$ cat src/sv/aesp_pkg.sv
// ----------------------------------------------------------------------------
// Escape sequence parser package
// Sizes, byte codes, parser modes and the result record.
// ----------------------------------------------------------------------------
package aesp_pkg;

    localparam int ARG_DEPTH = 16;
    localparam int IDX_W     = (ARG_DEPTH > 1) ? $clog2(ARG_DEPTH) : 1;
    localparam int FILL_W    = $clog2(ARG_DEPTH + 1);
    localparam int COUNT_W   = 5;
    localparam int KIND_W    = 2;
    localparam int MODE_W    = 3;
    localparam int TDATA_W   = 56;

    localparam logic [7:0] ESC_BYTE  = 8'd27;
    localparam logic [7:0] CHAR_M    = 8'h4D;
    localparam logic [7:0] CHAR_0    = 8'h30;
    localparam logic [7:0] CHAR_9    = 8'h39;
    localparam logic [7:0] SEP_RESET = 8'd59;

    localparam logic [KIND_W-1:0] KIND_CHAR  = 2'd0;
    localparam logic [KIND_W-1:0] KIND_SEQ   = 2'd1;
    localparam logic [KIND_W-1:0] KIND_MOUSE = 2'd2;

    localparam logic [MODE_W-1:0] MODE_NORMAL  = 3'd0;
    localparam logic [MODE_W-1:0] MODE_ESCAPE  = 3'd1;
    localparam logic [MODE_W-1:0] MODE_INIT    = 3'd2;
    localparam logic [MODE_W-1:0] MODE_MBTN    = 3'd3;
    localparam logic [MODE_W-1:0] MODE_MX      = 3'd4;
    localparam logic [MODE_W-1:0] MODE_MY      = 3'd5;
    localparam logic [MODE_W-1:0] MODE_EMIT_RD = 3'd6;
    localparam logic [MODE_W-1:0] MODE_EMIT_WR = 3'd7;

    typedef struct packed {
        logic [KIND_W-1:0]  token_kind;
        logic [7:0]         char_value;
        logic               meta_flag;
        logic [7:0]         initiator_byte;
        logic [7:0]         arg_byte;
        logic [COUNT_W-1:0] arg_count;
        logic               arg_overflow;
        logic [7:0]         button_byte;
        logic [7:0]         mouse_x;
        logic [7:0]         mouse_y;
        logic               last;
    } out_item_t;

endpackage

$ cat src/sv/ansi_escape_sequence_parser.sv
// ----------------------------------------------------------------------------
// ANSI escape sequence parser
// Splits a terminal byte stream into plain characters, control sequences
// (one result per stored argument byte, or one if none) and X10 mouse reports.
// ----------------------------------------------------------------------------
//  Channel   Dir  Request carries
//  s_*       in   one terminal byte
//  m_*       out  one token result (kind in tuser, end of run in tlast)
//  cfg_*     in   separator byte
//
// A byte is taken when the output register can take its result.
// A control sequence with stored arguments then runs through them in
// order: read the argument buffer entry, then load the output, per entry.
// During the run no byte is taken. A stalled output holds the result and
// blocks bytes until the register frees. aresetn clears all control state.
// ----------------------------------------------------------------------------
module ansi_escape_sequence_parser
    import aesp_pkg::*;
(
    input  logic               aclk,
    input  logic               aresetn,
    input  logic               s_tvalid,
    output logic               s_tready,
    input  logic [7:0]         s_tdata,   // [7:0] in_byte
    output logic               m_tvalid,
    input  logic               m_tready,
    // [7:0] char_value, [8] meta_flag, [16:9] initiator_byte, [24:17] arg_byte,
    // [29:25] arg_count, [30] arg_overflow, [38:31] button_byte,
    // [46:39] mouse_x, [54:47] mouse_y, [55] zero
    output logic [TDATA_W-1:0] m_tdata,
    output logic [KIND_W-1:0]  m_tuser,   // [1:0] token_kind
    output logic               m_tlast,
    input  logic               cfg_valid,
    output logic               cfg_ready,
    input  logic [7:0]         cfg_data   // [7:0] separator_char
);

    logic [MODE_W-1:0] mode_reg, mode_next;
    logic              meta_reg, meta_next;
    logic [7:0]        init_reg, init_next;
    logic [FILL_W-1:0] fill_reg, fill_next;
    logic              drop_reg, drop_next;
    logic [7:0]        btn_reg, btn_next;
    logic [7:0]        xpos_reg, xpos_next;
    logic [7:0]        cmd_reg, cmd_next;
    logic [IDX_W-1:0]  rd_idx_reg, rd_idx_next;
    logic [7:0]        sep_reg;
    logic              out_valid_reg, out_valid_next;
    out_item_t         out_reg, out_next;

    logic [7:0] arg_mem [ARG_DEPTH];
    logic [7:0] rd_data_reg;
    logic       mem_we;

    logic       out_free;
    logic       in_acc;
    logic       emitting;
    logic       is_arg;
    logic       run_last;
    out_item_t  seq_item;

    assign out_free  = !out_valid_reg || m_tready;
    assign emitting  = (mode_reg == MODE_EMIT_RD) || (mode_reg == MODE_EMIT_WR);
    assign s_tready  = !emitting && out_free;
    assign in_acc    = s_tvalid && s_tready;
    assign cfg_ready = 1'b1;

    assign is_arg   = (s_tdata inside {[CHAR_0:CHAR_9]}) || (s_tdata == sep_reg);
    assign run_last = (FILL_W'(rd_idx_reg) + FILL_W'(1)) == fill_reg;

    // Fields common to every result of a control sequence.
    always_comb begin
        seq_item                = '0;
        seq_item.token_kind     = KIND_SEQ;
        seq_item.meta_flag      = meta_reg;
        seq_item.initiator_byte = init_reg;
        seq_item.arg_count      = COUNT_W'(fill_reg);
        seq_item.arg_overflow   = drop_reg;
    end

    always_comb begin
        mode_next      = mode_reg;
        meta_next      = meta_reg;
        init_next      = init_reg;
        fill_next      = fill_reg;
        drop_next      = drop_reg;
        btn_next       = btn_reg;
        xpos_next      = xpos_reg;
        cmd_next       = cmd_reg;
        rd_idx_next    = rd_idx_reg;
        out_next       = out_reg;
        out_valid_next = out_valid_reg && !m_tready;
        mem_we         = 1'b0;

        case (mode_reg)
            MODE_ESCAPE: begin
                if (in_acc) begin
                    if (s_tdata == ESC_BYTE) begin
                        meta_next = 1'b1;
                    end else begin
                        init_next = s_tdata;
                        mode_next = MODE_INIT;
                    end
                end
            end
            MODE_INIT: begin
                if (in_acc) begin
                    if (s_tdata == CHAR_M) begin
                        mode_next = MODE_MBTN;
                    end else if (is_arg) begin
                        if (fill_reg < FILL_W'(ARG_DEPTH)) begin
                            mem_we    = 1'b1;
                            fill_next = fill_reg + FILL_W'(1);
                        end else begin
                            drop_next = 1'b1;
                        end
                    end else if (fill_reg == '0) begin
                        out_next            = seq_item;
                        out_next.char_value = s_tdata;
                        out_next.last       = 1'b1;
                        out_valid_next      = 1'b1;
                        mode_next           = MODE_NORMAL;
                    end else begin
                        cmd_next    = s_tdata;
                        rd_idx_next = '0;
                        mode_next   = MODE_EMIT_RD;
                    end
                end
            end
            MODE_MBTN: begin
                if (in_acc) begin
                    btn_next  = s_tdata;
                    mode_next = MODE_MX;
                end
            end
            MODE_MX: begin
                if (in_acc) begin
                    xpos_next = s_tdata;
                    mode_next = MODE_MY;
                end
            end
            MODE_MY: begin
                if (in_acc) begin
                    out_next             = '0;
                    out_next.token_kind  = KIND_MOUSE;
                    out_next.button_byte = btn_reg;
                    out_next.mouse_x     = xpos_reg;
                    out_next.mouse_y     = s_tdata;
                    out_next.last        = 1'b1;
                    out_valid_next       = 1'b1;
                    mode_next            = MODE_NORMAL;
                end
            end
            MODE_EMIT_RD: begin
                // The buffer entry at rd_idx_reg is registered this cycle.
                mode_next = MODE_EMIT_WR;
            end
            MODE_EMIT_WR: begin
                if (out_free) begin
                    out_next            = seq_item;
                    out_next.char_value = cmd_reg;
                    out_next.arg_byte   = rd_data_reg;
                    out_next.last       = run_last;
                    out_valid_next      = 1'b1;
                    if (run_last) begin
                        mode_next = MODE_NORMAL;
                    end else begin
                        rd_idx_next = rd_idx_reg + IDX_W'(1);
                        mode_next   = MODE_EMIT_RD;
                    end
                end
            end
            default: begin
                if (in_acc) begin
                    if (s_tdata == ESC_BYTE) begin
                        mode_next = MODE_ESCAPE;
                        meta_next = 1'b0;
                        fill_next = '0;
                        drop_next = 1'b0;
                    end else begin
                        out_next            = '0;
                        out_next.token_kind = KIND_CHAR;
                        out_next.char_value = s_tdata;
                        out_next.last       = 1'b1;
                        out_valid_next      = 1'b1;
                        mode_next           = MODE_NORMAL;
                    end
                end
            end
        endcase
    end

    always_ff @(posedge aclk) begin
        if (!aresetn) begin
            mode_reg      <= MODE_NORMAL;
            meta_reg      <= 1'b0;
            init_reg      <= '0;
            fill_reg      <= '0;
            drop_reg      <= 1'b0;
            btn_reg       <= '0;
            xpos_reg      <= '0;
            rd_idx_reg    <= '0;
            sep_reg       <= SEP_RESET;
            out_valid_reg <= 1'b0;
        end else begin
            mode_reg      <= mode_next;
            meta_reg      <= meta_next;
            init_reg      <= init_next;
            fill_reg      <= fill_next;
            drop_reg      <= drop_next;
            btn_reg       <= btn_next;
            xpos_reg      <= xpos_next;
            rd_idx_reg    <= rd_idx_next;
            out_valid_reg <= out_valid_next;
            if (cfg_valid && cfg_ready) begin
                sep_reg <= cfg_data;
            end
        end
    end

    always_ff @(posedge aclk) begin
        cmd_reg <= cmd_next;
        out_reg <= out_next;
    end

    // Argument buffer: written only while collecting; its registered read is used only during a run.
    always_ff @(posedge aclk) begin
        if (mem_we) begin
            arg_mem[fill_reg[IDX_W-1:0]] <= s_tdata;
        end
        rd_data_reg <= arg_mem[rd_idx_reg];
    end

    assign m_tvalid = out_valid_reg;
    assign m_tuser  = out_reg.token_kind;
    assign m_tlast  = out_reg.last;
    assign m_tdata  = {1'b0, out_reg.mouse_y, out_reg.mouse_x, out_reg.button_byte,
                       out_reg.arg_overflow, out_reg.arg_count, out_reg.arg_byte,
                       out_reg.initiator_byte, out_reg.meta_flag, out_reg.char_value};

endmodule

$ cat config.mk
export PLATFORM = sky130hd
export DESIGN_NAME = ansi_escape_sequence_parser
export DESIGN_NICKNAME = d
export VERILOG_FILES = /design/src/sv/aesp_pkg.sv /design/src/sv/ansi_escape_sequence_parser.sv
export SDC_FILE = /design/constraint.sdc
export NUM_CORES = 1
export LEC_CHECK = 0
export ABC_AREA = 1
export ABC_CLOCK_PERIOD_IN_PS = 18020
export BUFFER_PORTS_ARGS = -buffer_cell sky130_fd_sc_hd__buf_4
export CAP_MARGIN = 20
export CORE_MARGIN = 5
export CORE_UTILIZATION = 60
export CTS_CLUSTER_DIAMETER = 50
export DETAILED_ROUTE_END_ITERATION = 16
export GPL_ROUTABILITY_DRIVEN = 0
export PLACE_DENSITY = 0.8
export REMOVE_ABC_BUFFERS = 1
export SYNTH_ARGS = -nofsm -noshare
export SYNTH_HDL_FRONTEND = slang
export SYNTH_SLANG_ARGS = --single-unit
$ cat constraint.sdc
create_clock -name aclk -period 18.02 [get_ports aclk]
set_input_delay 1.802 -clock aclk [delete_from_list [all_inputs] [get_ports aclk]]
set_output_delay 1.802 -clock aclk [all_outputs]
set_load 0.02 [all_outputs]
==> summary.txt <==
Route
  – Post-route antenna net violation count: 0
  – Routed wire length: 23110 um
  – DR pass1 iterations: 7
  – Vias: 7211
  – Via density: 5.820
  – Residual DRC count: 0
  – First-iteration detailed-routing DRC count: 791
  – Wirelength per Cell: 18.65 um

Clock tree
  – Later-pin clock latency in the skew report: 0.51 ns
  – Clock transition at path regs: 0.06 ns
  – # H-tree levels: 1
  – # clock sinks: 249
  – Max Root-Sink Buffers: 3
  – Total CTS buffers: 24
  – Setup bufs post-CTS: 0
  – Clock tree root buffer cell: clkbuf_16
  – # hold bufs at CTS: 0
  – Post_cts resized: 0
  – CTS tree: done

Floorplanning
  – Die Area: 0.01982 mm2
  – DIE HEIGHT: 140.8 um
  – Die extent in x: 140.8 um
  – Initial Util: 61.46%
  – Core Rows: 47
  – Io pins: 83
  – Floorplan core area: 0.01670 mm2

Power and ir drop
  – Final Power: 1.267 mW
  – P_leak: 4.559 nW
  – Cell Pwr Density: 106.8 mW/mm2
  – Maximum vdd drop: 69.46 uV

Critical path
  – Worst EP arrival: 2.45 ns
  – CP max FO: 4
  – Worst setup EP type: output pin
  – Crit Path Class: input pin to output pin
  – Critical Path RT: 16.22 ns
  – CP Launch Type: input pin

Place
  – Post-Place Cells: 1193
  – HPWL after detailed placement: 14890 um
  – Placed instance area: 0.01098 mm2
  – Number of port buffers: 80

Job
  – Max-Cap Viols: 0

GRT
  – Overflow after GRT: 0
  – Initial antenna violation count: 0
  – Overall Global Routing Usage: 22.82%
  – First-pass GRT wire length: 35890 um
  – Vias in the first global route: 6847
  – Largest net degree at the start of global routing: 71

STA
  – Slew Limit Fails: 0
  – Hold_ws: 0.4449 ns
  – RSZ-0062 raised after global routing: false
  – Hold violation total from the final report: 0
  – Setup TNS: 0 ns
  – Slew HR: 33.28%
  – Clock skew: 0.01052 ns
  – Final Cycle Share: 23.59%
  – Worst slew pin tran: 0.9996 ns
  – # setup viols final: 0
  – Minimum clock period: 4.251 ns
  – Max Freq: 235.2 MHz

Min path
  – Hold crit path type: register to register

Run status
  – Status: finished, final reports clean

Synthesis
  – Area share of the largest cell type after synthesis: 56.75%
  – Synth cell types: 42
  – #FFs+latches synth: 249
  – Register area share after synthesis: 67.48%
  – Syn avg cell area: 11.03 um2
  – Ys Warns: 0
  – Asr flop ratio synth: 0%
  – Synth top area cells: edfxtp_1, dfxtp_1, nor2_1
  – Post-synthesis cell count: 931
  – Post-synth EDFFs: 194
  – Post-synth top flop: edfxtp_1
  – Mapped Area: 0.01026 mm2
  – Largest area contributor in the netlist: edfxtp_1

Layout
  – Final cell count without fillers: 1239
  – Most frequent cells in the layout: edfxtp_1, nor2_1, nand2_1, o21ai_0, buf_4
  – Share of layout cells above drive strength 1: 16.49%
  – FILL cells: 1187
  – Area added between synthesis and finish: 15.58%
  – Commonest non-fill, non-tap cell in the layout: edfxtp_1
  – Layout Nets: 1031
  – Number of flip-flops under the largest register name: 128
  – Design area: 0.01186 mm2
  – Antenna diodes: 0
==> per-stage QoR <==
| step | worst slack (ns) | util (%) |
|---|---|---|
| floorplan | 8.933 | - |
| global placement | 13.80 | 65.73 |
| detailed placement | 13.78 | 65.73 |
| CTS | 13.79 | 70.88 |
| global route | 13.70 | 71.04 |
| finish | 13.77 | 71.04 |
==> final timing paths <==
kind	cells past startpoint	start	to	slack, ns
max	6	m_tready	s_tready	13.77
min	2	init_reg[2]	init_reg[2]	0.44
max reg2reg	7	mode_reg[0]	m_tdata[22]	14.85
min reg2reg	2	init_reg[2]	init_reg[2]	0.44
==> per-layer routing <==
layer / share of wire (%) / vias to the layer above / wire, um / global-route usage [%]
li1: - / 3376 / - / -
met1: 40 / 3386 / 9330 / 31.03
met2: 48 / 389 / 11100 / 37.53
met3: 8.9 / 60 / 2047 / 4.131
met4: 2.8 / 0 / 639 / 7.649
met5: 0 / - / 0 / 0
==> power breakdown <==
| group | switching, mW | leakage [nW] | internal [mW] |
|---|---|---|---|
| logic | 0.0617 | 1.89 | 0.0288 |
| registers | 0.00708 | 2.25 | 0.634 |
| clock network | 0.206 | 0.421 | 0.329 |
| total | 0.275 | 4.56 | 0.992 |
==> synth_stat cells (all sizes together), types with 2 or more instances <==
library cell	count
edfxtp	194
nor2	159
nand2	133
o21ai	106
inv	78
dfxtp	55
a21oi	39
nand3	25
clkbuf	23
o221ai	23
buf	21
o22ai	17
nor3	11
nand4	10
o211ai	10
ha	9
xnor2	5
and3	2
conb	2
nand3b	2
xor2	2
==> logic make-up after synthesis <==
group | after synthesis | synth area share [%]
AO/OA/AOI/OAI | 196 | 11.02
XOR/XNOR | 7 | 0.5973
flip-flops | 249 | 67.48
other | 2 | 0.07316
adder cells (fa/ha/maj) | 9 | 1.097
buffers and inverters | 123 | 4.985
AND/OR/NAND/NOR | 345 | 14.75
==> worst max-delay path, stage by stage <==
cell and delay (ns):
buf_4 0.11, inv_1 0.04, nand2_1 0.11, inv_1 0.18
nor2_4 0.05, buf_4 0.15
==> layout make-up <==
| type | count | area [um2] | share of cell area, % |
|---|---|---|---|
| flip-flops and latches | 249 | 6928 | 58.39 |
| multi-input cells | 559 | 2833 | 23.88 |
| clock buffers | 35 | 703.2 | 5.927 |
| repair buffers | 88 | 671.9 | 5.663 |
| inverters | 79 | 296.5 | 2.499 |
| well taps | 220 | 275.3 | 2.320 |
| clock inverters | 9 | 156.4 | 1.318 |
No activity file was read; power rests on OpenSTA's default activity.
